**config.mk**
```make
export PLATFORM = sky130hd
export DESIGN_NAME = fuzzy_pid_gain_tuner
export DESIGN_NICKNAME = d
export VERILOG_FILES = /design/src/hdl/fpgt_pkg.sv /design/src/hdl/fpgt_div.sv /design/src/hdl/fpgt_fuzz.sv /design/src/hdl/fuzzy_pid_gain_tuner.sv
export SDC_FILE = /design/constraint.sdc
export NUM_CORES = 2
export LEC_CHECK = 0
export ABC_AREA = 1
export BUFFER_PORTS_ARGS = -buffer_cell sky130_fd_sc_hd__buf_2
export CAP_MARGIN = 20
export CORE_ASPECT_RATIO = 1.4
export CORE_MARGIN = 2
export CORE_UTILIZATION = 60
export CTS_CLUSTER_DIAMETER = 60
export CTS_CLUSTER_SIZE = 30
export DETAILED_ROUTE_END_ITERATION = 6
export PLACE_DENSITY = 0.83
export SYNTH_ARGS = -nofsm -noshare
export SYNTH_HDL_FRONTEND = slang
export SYNTH_SLANG_ARGS = --single-unit
```
**constraint.sdc**
```tcl
create_clock -name clk -period 14.9 [get_ports clk]
set_input_delay 2.235 -clock clk [delete_from_list [all_inputs] [get_ports clk]]
set_output_delay 2.235 -clock clk [all_outputs]
set_load 0.01 [all_outputs]
```
**src/hdl/fpgt_pkg.sv**
```systemverilog
// Shared types, constants and tables for the fuzzy PID gain tuner.
// Holds item structs, membership breakpoints, rule tables and defuzzifier constants.
// No dependencies.
package fpgt_pkg;

  localparam int FRAC_BITS   = 16;
  localparam int GRADE_SHIFT = 16;
  localparam int GRADE_W     = 17;
  localparam int DIV_STEPS   = 17;

  localparam logic [GRADE_W-1:0] GRADE_ONE = 17'h10000;

  localparam logic [1:0] SET_D1  = 2'd0;
  localparam logic [1:0] SET_D10 = 2'd1;
  localparam logic [1:0] SET_D50 = 2'd2;

  localparam logic [2:0] LAB_NB = 3'd0;
  localparam logic [2:0] LAB_PB = 3'd6;

  localparam logic [1:0] K_KP = 2'd0;
  localparam logic [1:0] K_KI = 2'd1;
  localparam logic [1:0] K_KD = 2'd2;

  localparam logic [1:0] REG_KP = 2'd0;
  localparam logic [1:0] REG_KI = 2'd1;
  localparam logic [1:0] REG_KD = 2'd2;

  typedef logic signed [19:0] bp_t;

  typedef struct packed {
    logic               cmd;
    logic signed [19:0] error_value;
    logic signed [19:0] error_rate;
  } in_item_t;

  typedef struct packed {
    logic signed [31:0] kp_gain_out;
    logic signed [31:0] ki_gain_out;
    logic signed [31:0] kd_gain_out;
    logic [2:0]         rule_row;
    logic [2:0]         rule_col;
    logic [16:0]        rule_strength;
    logic               saturated;
  } out_item_t;

  typedef struct packed {
    logic               fixed;
    logic [GRADE_W-1:0] fixed_val;
    logic [17:0]        num;
    logic [17:0]        den;
  } fz_t;

  typedef struct packed {
    logic signed [40:0] base;
    logic signed [20:0] coef;
    logic               sh17;
  } dz_t;

  localparam logic signed [2:0] SHAPE [0:6][0:2] = '{
    '{-3'sd3, -3'sd1,  3'sd0},
    '{-3'sd3, -3'sd2,  3'sd0},
    '{-3'sd3, -3'sd1,  3'sd1},
    '{-3'sd2,  3'sd0,  3'sd2},
    '{-3'sd1,  3'sd1,  3'sd3},
    '{ 3'sd0,  3'sd2,  3'sd3},
    '{ 3'sd1,  3'sd3,  3'sd0}
  };

  localparam logic [2:0] KP_RULES [0:6][0:6] = '{
    '{3'd6, 3'd6, 3'd5, 3'd5, 3'd4, 3'd3, 3'd3},
    '{3'd6, 3'd6, 3'd5, 3'd4, 3'd4, 3'd3, 3'd3},
    '{3'd5, 3'd5, 3'd5, 3'd4, 3'd3, 3'd2, 3'd2},
    '{3'd5, 3'd5, 3'd4, 3'd3, 3'd2, 3'd1, 3'd1},
    '{3'd4, 3'd4, 3'd3, 3'd2, 3'd2, 3'd1, 3'd1},
    '{3'd4, 3'd3, 3'd2, 3'd1, 3'd1, 3'd1, 3'd0},
    '{3'd3, 3'd3, 3'd1, 3'd1, 3'd1, 3'd0, 3'd0}
  };

  localparam logic [2:0] KD_RULES [0:6][0:6] = '{
    '{3'd4, 3'd2, 3'd0, 3'd0, 3'd0, 3'd1, 3'd4},
    '{3'd4, 3'd2, 3'd0, 3'd1, 3'd1, 3'd2, 3'd3},
    '{3'd3, 3'd2, 3'd1, 3'd1, 3'd2, 3'd2, 3'd3},
    '{3'd3, 3'd2, 3'd2, 3'd2, 3'd2, 3'd2, 3'd3},
    '{3'd3, 3'd3, 3'd3, 3'd3, 3'd3, 3'd3, 3'd3},
    '{3'd6, 3'd2, 3'd4, 3'd4, 3'd4, 3'd4, 3'd6},
    '{3'd6, 3'd5, 3'd5, 3'd5, 3'd4, 3'd4, 3'd6}
  };

  localparam logic [2:0] KI_RULES [0:6][0:6] = '{
    '{3'd0, 3'd0, 3'd1, 3'd1, 3'd2, 3'd3, 3'd3},
    '{3'd0, 3'd0, 3'd1, 3'd2, 3'd2, 3'd3, 3'd3},
    '{3'd0, 3'd1, 3'd2, 3'd2, 3'd3, 3'd4, 3'd4},
    '{3'd1, 3'd1, 3'd2, 3'd3, 3'd4, 3'd5, 3'd5},
    '{3'd1, 3'd2, 3'd3, 3'd4, 3'd4, 3'd5, 3'd6},
    '{3'd3, 3'd3, 3'd4, 3'd4, 3'd5, 3'd6, 3'd6},
    '{3'd3, 3'd3, 3'd4, 3'd5, 3'd5, 3'd6, 3'd6}
  };

  // breakpoint k/den rounded to nearest, negatives by symmetry
  function automatic bp_t bp(input logic signed [2:0] k, input logic [1:0] set);
    logic [1:0]  mag;
    logic [19:0] val;
    mag = k[2] ? 2'(-k) : 2'(k);
    val = '0;
    unique case (set)
      SET_D1: begin
        val = 20'(mag) << FRAC_BITS;
      end
      SET_D10: begin
        unique case (mag)
          2'd1:    val = 20'd6554;
          2'd2:    val = 20'd13107;
          2'd3:    val = 20'd19661;
          default: val = 20'd0;
        endcase
      end
      SET_D50: begin
        unique case (mag)
          2'd1:    val = 20'd1311;
          2'd2:    val = 20'd2621;
          2'd3:    val = 20'd3932;
          default: val = 20'd0;
        endcase
      end
      default: val = 20'd0;
    endcase
    return k[2] ? -$signed(val) : $signed(val);
  endfunction

  function automatic dz_t dz_const(input logic [2:0] lab, input logic [1:0] set);
    dz_t d;
    logic signed [40:0] a;
    logic signed [40:0] b;
    logic signed [40:0] c;
    a = 41'(bp(SHAPE[lab][0], set));
    b = 41'(bp(SHAPE[lab][1], set));
    c = 41'(bp(SHAPE[lab][2], set));
    if (lab == LAB_NB) begin
      d.base = b <<< GRADE_SHIFT;
      d.coef = 21'(a - b);
      d.sh17 = 1'b0;
    end else if (lab == LAB_PB) begin
      d.base = a <<< GRADE_SHIFT;
      d.coef = 21'(b - a);
      d.sh17 = 1'b0;
    end else begin
      d.base = (a + c) <<< GRADE_SHIFT;
      d.coef = 21'((b - a) - (c - b));
      d.sh17 = 1'b1;
    end
    return d;
  endfunction

endpackage

```
**src/hdl/fpgt_div.sv**
```systemverilog
// Shared restoring divider: one quotient bit per cycle, quotient below 2^17.
// Divides num * 2^16 by den to form a Q1.16 membership grade.
// Depends on fpgt_pkg.
module fpgt_div (
  input  logic                          clk,
  input  logic                          rst_n,
  input  logic                          start,
  input  logic [17:0]                   num,
  input  logic [17:0]                   den,
  output logic                          done,
  output logic [fpgt_pkg::GRADE_W-1:0]  quot
);

  logic                          busy_r;
  logic                          done_r;
  logic [4:0]                    cnt_r;
  logic [33:0]                   rem_r;
  logic [33:0]                   dsh_r;
  logic [fpgt_pkg::GRADE_W-1:0]  quot_r;
  logic                          ge;

  assign ge   = rem_r >= dsh_r;
  assign done = done_r;
  assign quot = quot_r;

  always_ff @(posedge clk) begin
    if (!rst_n) begin
      busy_r <= 1'b0;
      done_r <= 1'b0;
      cnt_r  <= '0;
    end else begin
      done_r <= busy_r && (cnt_r == '0);
      if (start) begin
        busy_r <= 1'b1;
        cnt_r  <= 5'(fpgt_pkg::DIV_STEPS - 1);
      end else if (busy_r) begin
        if (cnt_r == '0) begin
          busy_r <= 1'b0;
        end else begin
          cnt_r <= cnt_r - 5'd1;
        end
      end
    end
  end

  always_ff @(posedge clk) begin
    if (start) begin
      rem_r  <= {num, 16'd0};
      dsh_r  <= {den, 16'd0};
      quot_r <= '0;
    end else if (busy_r) begin
      if (ge) begin
        rem_r <= rem_r - dsh_r;
      end
      dsh_r  <= dsh_r >> 1;
      quot_r <= {quot_r[fpgt_pkg::GRADE_W-2:0], ge};
    end
  end

endmodule

```
**src/hdl/fpgt_fuzz.sv**
```systemverilog
// Membership front end: picks the segment of one label for one input value.
// Gives a fixed grade or the numerator and denominator for the divider.
// Depends on fpgt_pkg.
module fpgt_fuzz (
  input  logic signed [19:0] x,
  input  logic [2:0]         lab,
  input  logic               rate_sel,
  output fpgt_pkg::fz_t      fz
);

  logic [1:0]         set;
  logic signed [20:0] a;
  logic signed [20:0] b;
  logic signed [20:0] c;
  logic signed [20:0] xe;

  assign set = rate_sel ? fpgt_pkg::SET_D10 : fpgt_pkg::SET_D1;
  assign a   = 21'(fpgt_pkg::bp(fpgt_pkg::SHAPE[lab][0], set));
  assign b   = 21'(fpgt_pkg::bp(fpgt_pkg::SHAPE[lab][1], set));
  assign c   = 21'(fpgt_pkg::bp(fpgt_pkg::SHAPE[lab][2], set));
  assign xe  = 21'(x);

  always_comb begin
    fz = '0;
    if (lab == fpgt_pkg::LAB_NB) begin
      if (xe <= a) begin
        fz.fixed     = 1'b1;
        fz.fixed_val = fpgt_pkg::GRADE_ONE;
      end else if (xe <= b) begin
        fz.num = 18'(b - xe);
        fz.den = 18'(b - a);
      end else begin
        fz.fixed = 1'b1;
      end
    end else if (lab == fpgt_pkg::LAB_PB) begin
      if (xe <= a) begin
        fz.fixed = 1'b1;
      end else if (xe < b) begin
        fz.num = 18'(xe - a);
        fz.den = 18'(b - a);
      end else begin
        fz.fixed     = 1'b1;
        fz.fixed_val = fpgt_pkg::GRADE_ONE;
      end
    end else begin
      if (xe <= a) begin
        fz.fixed = 1'b1;
      end else if (xe <= b) begin
        fz.num = 18'(xe - a);
        fz.den = 18'(b - a);
      end else if (xe <= c) begin
        fz.num = 18'(c - xe);
        fz.den = 18'(c - b);
      end else begin
        fz.fixed = 1'b1;
      end
    end
  end

endmodule

```
**src/hdl/fuzzy_pid_gain_tuner.sv**
```systemverilog
// Fuzzy self-tuning PID gains, 7x7 rule base, one shared bit-serial divider.
// Tune item: 14 grades (7 labels each for error and rate), each direct or via the divider,
// then a search of all 49 rules for the strongest, a defuzzify of Kp, Ki and Kd, and result.
// Reload item: result is valid in the cycle after acceptance. One item at a time.
// Synchronous active-low reset clears the initial-gain registers and the gains.
module fuzzy_pid_gain_tuner (
  input  logic                  clk,
  input  logic                  rst_n,
  input  logic                  in_valid,
  output logic                  in_stall,
  input  fpgt_pkg::in_item_t    in_item,
  output logic                  out_valid,
  input  logic                  out_stall,
  output fpgt_pkg::out_item_t   out_item,
  input  logic                  cfg_we,
  input  logic [1:0]            cfg_index,
  input  logic [31:0]           cfg_data
);

  localparam logic [2:0] S_IDLE  = 3'd0;
  localparam logic [2:0] S_GRADE = 3'd1;
  localparam logic [2:0] S_DIV   = 3'd2;
  localparam logic [2:0] S_SRCH  = 3'd3;
  localparam logic [2:0] S_MUL   = 3'd4;
  localparam logic [2:0] S_ADD   = 3'd5;
  localparam logic [2:0] S_SAT   = 3'd6;
  localparam logic [2:0] S_OUT   = 3'd7;

  localparam logic [2:0] LAST_IDX = 3'd6;

  localparam logic signed [33:0] GMAX = 34'sd2147483647;
  localparam logic signed [33:0] GMIN = -34'sd2147483648;

  logic [2:0] state_r, state_nxt;
  logic [2:0] lab_r, lab_nxt;
  logic       set_r, set_nxt;
  logic [2:0] i_r, i_nxt;
  logic [2:0] j_r, j_nxt;
  logic [1:0] k_r, k_nxt;

  logic signed [31:0] kpi_r, kii_r, kdi_r;
  logic signed [31:0] gain_r [0:2];

  logic signed [19:0]            e_r, ec_r;
  logic [fpgt_pkg::GRADE_W-1:0]  eg_r [0:6];
  logic [fpgt_pkg::GRADE_W-1:0]  rg_r [0:6];
  logic [fpgt_pkg::GRADE_W-1:0]  best_r;
  logic [2:0]                    row_r, col_r;
  logic signed [38:0]            prod_r;
  logic signed [23:0]            delta_r;
  logic                          sat_r;

  fpgt_pkg::fz_t                 fz;
  logic                          div_start;
  logic                          div_done;
  logic [fpgt_pkg::GRADE_W-1:0]  div_quot;
  logic                          grade_we;
  logic [fpgt_pkg::GRADE_W-1:0]  grade_val;
  logic                          accept;

  logic [fpgt_pkg::GRADE_W-1:0]  w;
  logic [2:0]                    dz_lab;
  logic [1:0]                    dz_set;
  fpgt_pkg::dz_t                 dz;
  logic signed [38:0]            prod;
  logic signed [40:0]            v;
  logic [40:0]                   vmag;
  logic [40:0]                   rsum;
  logic [40:0]                   rsh;
  logic signed [23:0]            delta;
  logic signed [33:0]            gsum;
  logic signed [31:0]            gnew;
  logic                          govf;

  assign accept    = (state_r == S_IDLE) && in_valid;
  assign in_stall  = (state_r != S_IDLE);
  assign out_valid = (state_r == S_OUT);

  assign out_item.kp_gain_out   = gain_r[0];
  assign out_item.ki_gain_out   = gain_r[1];
  assign out_item.kd_gain_out   = gain_r[2];
  assign out_item.rule_row      = row_r;
  assign out_item.rule_col      = col_r;
  assign out_item.rule_strength = best_r;
  assign out_item.saturated     = sat_r;

  fpgt_fuzz u_fuzz (
    .x        (set_r ? ec_r : e_r),
    .lab      (lab_r),
    .rate_sel (set_r),
    .fz       (fz)
  );

  fpgt_div u_div (
    .clk   (clk),
    .rst_n (rst_n),
    .start (div_start),
    .num   (fz.num),
    .den   (fz.den),
    .done  (div_done),
    .quot  (div_quot)
  );

  assign w = (eg_r[i_r] < rg_r[j_r]) ? eg_r[i_r] : rg_r[j_r];

  always_comb begin
    unique case (k_r)
      fpgt_pkg::K_KP: begin
        dz_lab = fpgt_pkg::KP_RULES[row_r][col_r];
        dz_set = fpgt_pkg::SET_D10;
      end
      fpgt_pkg::K_KI: begin
        dz_lab = fpgt_pkg::KI_RULES[row_r][col_r];
        dz_set = fpgt_pkg::SET_D50;
      end
      default: begin
        dz_lab = fpgt_pkg::KD_RULES[row_r][col_r];
        dz_set = fpgt_pkg::SET_D1;
      end
    endcase
  end

  assign dz   = fpgt_pkg::dz_const(dz_lab, dz_set);
  assign prod = 39'(dz.coef * $signed({1'b0, best_r}));

  // round to nearest, halves away from zero
  assign v     = dz.base + 41'(prod_r);
  assign vmag  = v[40] ? 41'(-v) : 41'(v);
  assign rsum  = dz.sh17 ? vmag + (41'd1 << fpgt_pkg::GRADE_SHIFT)
                         : vmag + (41'd1 << (fpgt_pkg::GRADE_SHIFT - 1));
  assign rsh   = dz.sh17 ? rsum >> (fpgt_pkg::GRADE_SHIFT + 1)
                         : rsum >> fpgt_pkg::GRADE_SHIFT;
  assign delta = v[40] ? -$signed(24'(rsh)) : $signed(24'(rsh));

  assign gsum = 34'(gain_r[k_r]) + 34'(delta_r);
  always_comb begin
    govf = 1'b0;
    gnew = 32'(gsum);
    if (gsum > GMAX) begin
      govf = 1'b1;
      gnew = 32'(GMAX);
    end else if (gsum < GMIN) begin
      govf = 1'b1;
      gnew = 32'(GMIN);
    end
  end

  always_comb begin
    state_nxt = state_r;
    lab_nxt   = lab_r;
    set_nxt   = set_r;
    i_nxt     = i_r;
    j_nxt     = j_r;
    k_nxt     = k_r;
    div_start = 1'b0;
    grade_we  = 1'b0;
    grade_val = fz.fixed_val;
    unique case (state_r)
      S_IDLE: begin
        if (in_valid) begin
          state_nxt = in_item.cmd ? S_OUT : S_GRADE;
          lab_nxt   = fpgt_pkg::LAB_NB;
          set_nxt   = 1'b0;
        end
      end
      S_GRADE, S_DIV: begin
        if (state_r == S_GRADE && !fz.fixed) begin
          div_start = 1'b1;
          state_nxt = S_DIV;
        end else if (state_r == S_GRADE || div_done) begin
          grade_we  = 1'b1;
          grade_val = (state_r == S_DIV) ? div_quot : fz.fixed_val;
          if (lab_r == fpgt_pkg::LAB_PB) begin
            if (!set_r) begin
              set_nxt   = 1'b1;
              lab_nxt   = fpgt_pkg::LAB_NB;
              state_nxt = S_GRADE;
            end else begin
              i_nxt     = '0;
              j_nxt     = '0;
              state_nxt = S_SRCH;
            end
          end else begin
            lab_nxt   = lab_r + 3'd1;
            state_nxt = S_GRADE;
          end
        end
      end
      S_SRCH: begin
        if (j_r == LAST_IDX) begin
          j_nxt = '0;
          if (i_r == LAST_IDX) begin
            k_nxt     = fpgt_pkg::K_KP;
            state_nxt = S_MUL;
          end else begin
            i_nxt = i_r + 3'd1;
          end
        end else begin
          j_nxt = j_r + 3'd1;
        end
      end
      S_MUL: state_nxt = S_ADD;
      S_ADD: state_nxt = S_SAT;
      S_SAT: begin
        if (k_r == fpgt_pkg::K_KD) begin
          state_nxt = S_OUT;
        end else begin
          k_nxt     = k_r + 2'd1;
          state_nxt = S_MUL;
        end
      end
      S_OUT: begin
        if (!out_stall) state_nxt = S_IDLE;
      end
      default: state_nxt = S_IDLE;
    endcase
  end

  always_ff @(posedge clk) begin
    if (!rst_n) begin
      state_r   <= S_IDLE;
      lab_r     <= '0;
      set_r     <= 1'b0;
      i_r       <= '0;
      j_r       <= '0;
      k_r       <= '0;
      kpi_r     <= '0;
      kii_r     <= '0;
      kdi_r     <= '0;
      gain_r[0] <= '0;
      gain_r[1] <= '0;
      gain_r[2] <= '0;
    end else begin
      state_r <= state_nxt;
      lab_r   <= lab_nxt;
      set_r   <= set_nxt;
      i_r     <= i_nxt;
      j_r     <= j_nxt;
      k_r     <= k_nxt;
      if (cfg_we) begin
        unique case (cfg_index)
          fpgt_pkg::REG_KP: kpi_r <= cfg_data;
          fpgt_pkg::REG_KI: kii_r <= cfg_data;
          fpgt_pkg::REG_KD: kdi_r <= cfg_data;
          default: ;
        endcase
      end
      if (accept && in_item.cmd) begin
        gain_r[0] <= kpi_r;
        gain_r[1] <= kii_r;
        gain_r[2] <= kdi_r;
      end else if (state_r == S_SAT) begin
        gain_r[k_r] <= gnew;
      end
    end
  end

  always_ff @(posedge clk) begin
    if (accept) begin
      e_r    <= in_item.error_value;
      ec_r   <= in_item.error_rate;
      sat_r  <= 1'b0;
      row_r  <= '0;
      col_r  <= '0;
      best_r <= '0;
    end
    if (grade_we) begin
      if (set_r) begin
        rg_r[lab_r] <= grade_val;
      end else begin
        eg_r[lab_r] <= grade_val;
      end
    end
    if (state_r == S_SRCH) begin
      if (((i_r == '0) && (j_r == '0)) || (w > best_r)) begin
        best_r <= w;
        row_r  <= i_r;
        col_r  <= j_r;
      end
    end
    if (state_r == S_MUL) begin
      prod_r <= prod;
    end
    if (state_r == S_ADD) begin
      delta_r <= delta;
    end
    if (state_r == S_SAT) begin
      sat_r <= sat_r | govf;
    end
  end

endmodule

```
==> impl_metrics.toml <==
[outcome]
outcome = "complete, but fails checks"
violations = "DRC"

[timing]
finalCritPeriodShare_pct = 94.4
setup_viol = 0
fin_worst_skew_ps = 37.6
tightest_slew_ps = 1130
fin_tns_setup_ps = 0
maxSlewHeadroom_pct = 24.7
fmax_mhz = 71.1
period_needed_ps = 14070
rsz0062_at_grt = "no"
hold_viol_final = 0
drv_slew = 0
fin_ws_ps = 832

[floorplanning]
coreArea_sq_mm = 0.0998
start_util_pct = 60.6
fp.dieH_um = 380
num_io_pins = 202
dieWidth_um = 272
row_count = 137
dieArea_sq_mm = 0.103

[place]
pre_cts_slack_ps = 450
dpl.hpwl_um = 146000
portBuffers = 201
gp_congestion = 1.06

[clock_tree]
cts_made_buffers = 44
clock_latency_ps = 660
htreeDepth = 2
clkTransAtPathRegs_ps = 100
cts-root-buf = "clkbuf_16"
cts_tree = "yes"
cts.sinks = 704
clockBufferDepth = 3

[synthesis]
yosysSeqAreaShare_pct = 31.7
synth-edff-count = 506
synthArstFlopShare_pct = 0
yosys.cell_types.count = 73
synth_warnings = 0
synth_cells = 7572
syn-num-nets = 8484
ys.flop_type = "edfxtp_1"
postSynthAreaPerCell_sq_um = 7.99
ys_ff_latch = 704
netlist_area_sq_mm = 0.0605

[drt]
viasPerCell = 5.89
drtIter0Drc = 4970
wire_per_inst_um = 20.7
drt_pass1_iterations = 7
ant_nets = 0
drc_errors = 3
num_vias = 53250
wirelength_um = 187000

[layout]
nNetsFinal = 8586
layout_common_cells = "nand2_1, inv_1, nor2_1, o21ai_0, edfxtp_1"
areaGrowthSynthToFinish_pct = 7.08
drive_above_1_share_pct = 8.25
final_common_cell = "nand2_1"

[worst_setup_path]
crit_top_cell = "inv_1"
cp-end-kind = "flip-flop"
worstSetupPathType = "reg2reg"
critPathMaxFanout = 11
start_kind = "flip-flop"
critPathArrivalTime_ps = 14470
critPathMaxStageDelay_ps = 530
cpMaxStageDelayCell = "fa_1"
worstPathRequired_ps = 15300

[global_routing]
grt_max_degree = 105
grt_pass1_vias = 53220
gr-total-overflow = 0
grt_pass1_wl_um = 290000
grt_util_all_layers_pct = 35.9
antenna_found_initial = 10

[hold_path]
hp-class = "reg2reg"

[flow_run]
maxCapViolCount = 0
==> cell families after synthesis <==
group / share of synthesized area, %
muxes: 0.0828
DFF: 31.7
buffers and inverters: 9.19
xor gates and xnor gates: 3.63
AOI/OAI and AO/OA: 13.2
and+or+nand+nor: 20.3
adders and majority gates: 21.9
==> cell type report <==
class | instances | area, sq um
Antenna cell | 6 | 15.0
Clock buffer | 49 | 1180
Clock inverter | 33 | 524
Fill cell | 8436 | 35000
Inverter | 1214 | 4570
Multi-Input combinational cell | 5412 | 35900
Sequential cell | 704 | 19200
Tap cell | 1320 | 1650
Timing Repair Buffer | 298 | 1780
==> final timing paths <==
kind	start	endpoint	slack, ps	cells past startpoint
hold reg to reg	kdi_r[10]	kdi_r[10]	450	2
setup / recovery	row_r[1]	prod_r[32]	830	69
setup reg to reg	row_r[1]	prod_r[32]	830	69
hold / removal	kdi_r[10]	kdi_r[10]	450	2
==> critical path, delay by kind of cell, from the launching register on <==
kind / cells / cell delay [ps]
DFF: 1 / 500
AOI/OAI and AO/OA: 20 / 4110
and+or+nand+nor: 17 / 1760
xor gates and xnor gates: 2 / 500
adders and majority gates: 13 / 5240
buffers and inverters: 17 / 1670
==> through the flow <==
step / instances / area [sq um] / hold slack, ps / util [%]
6_report: 9036 / 64800 / 453 / 64.9
5_1_grt: 9036 / 64800 / 479 / 64.9
4_1_cts: 9022 / 64600 / 456 / 64.7
3_5_place_dp: 8940 / 62900 / 441 / 63.0
3_3_place_gp: 8939 / 62900 / 433 / 63.0
2_1_floorplan: 7572 / 60500 / 424 / -
==> flip-flops by register name, summed over array words and instances (netlist names), 20 cells and up, named ones only <==
| register | cells |
|---|---|
| gain_r | 128 |
| eg_r | 119 |
| rg_r | 119 |
| prod_r | 39 |
| u_div.dsh_r | 34 |
| u_div.rem_r | 34 |
| kdi_r | 32 |
| kii_r | 32 |
| kpi_r | 32 |
| delta_r | 24 |
| e_r | 20 |
| ec_r | 20 |
==> synthesized netlist by cell type, types with 18 or more instances <==
cell / count / area share, %
a21oi_1: 469 / 3.9
a31oi_1: 24 / 0.25
buf_1: 25 / 0.16
buf_2: 23 / 0.19
clkbuf_1: 181 / 1.1
clkinv_1: 18 / 0.11
dfxtp_1: 198 / 6.6
edfxtp_1: 506 / 25
fa_1: 379 / 13
ha_1: 453 / 9.4
inv_1: 1148 / 7.1
inv_2: 47 / 0.29
nand2_1: 1534 / 9.5
nand2_2: 58 / 0.60
nand3_1: 233 / 1.9
nand4_1: 67 / 0.69
nor2_1: 827 / 5.1
nor2_2: 27 / 0.28
nor2_4: 18 / 0.34
nor3_1: 50 / 0.41
o211ai_1: 82 / 1.0
o21ai_0: 534 / 4.4
o21ai_1: 31 / 0.26
o21bai_1: 20 / 0.25
o22ai_1: 85 / 0.88
o31ai_1: 38 / 0.47
or2_2: 31 / 0.32
xnor2_1: 91 / 1.3
xor2_1: 160 / 2.3
==> metal layers <==
metal  vias up  GRT usage, %  wire length (um)
li1      24858             -                 -
met1     25305          39.9             66600
met2      2387          63.7             93600
met3       698          5.01             13100
met4         2          23.2             14100
met5         -             0                12
==> repair_timing <==
| action | 4_1_cts | 5_1_grt |
|---|---|---|
| hold buffers | 0 | 0 |
| setup buffers | 0 | 4 |
| endpoints found under the setup margin | 0 | 15 |
| resized for setup | 0 | 20 |
Power is not shown: default switching activity piles up to over one toggle a cycle in this logic, so the estimate is an artifact.
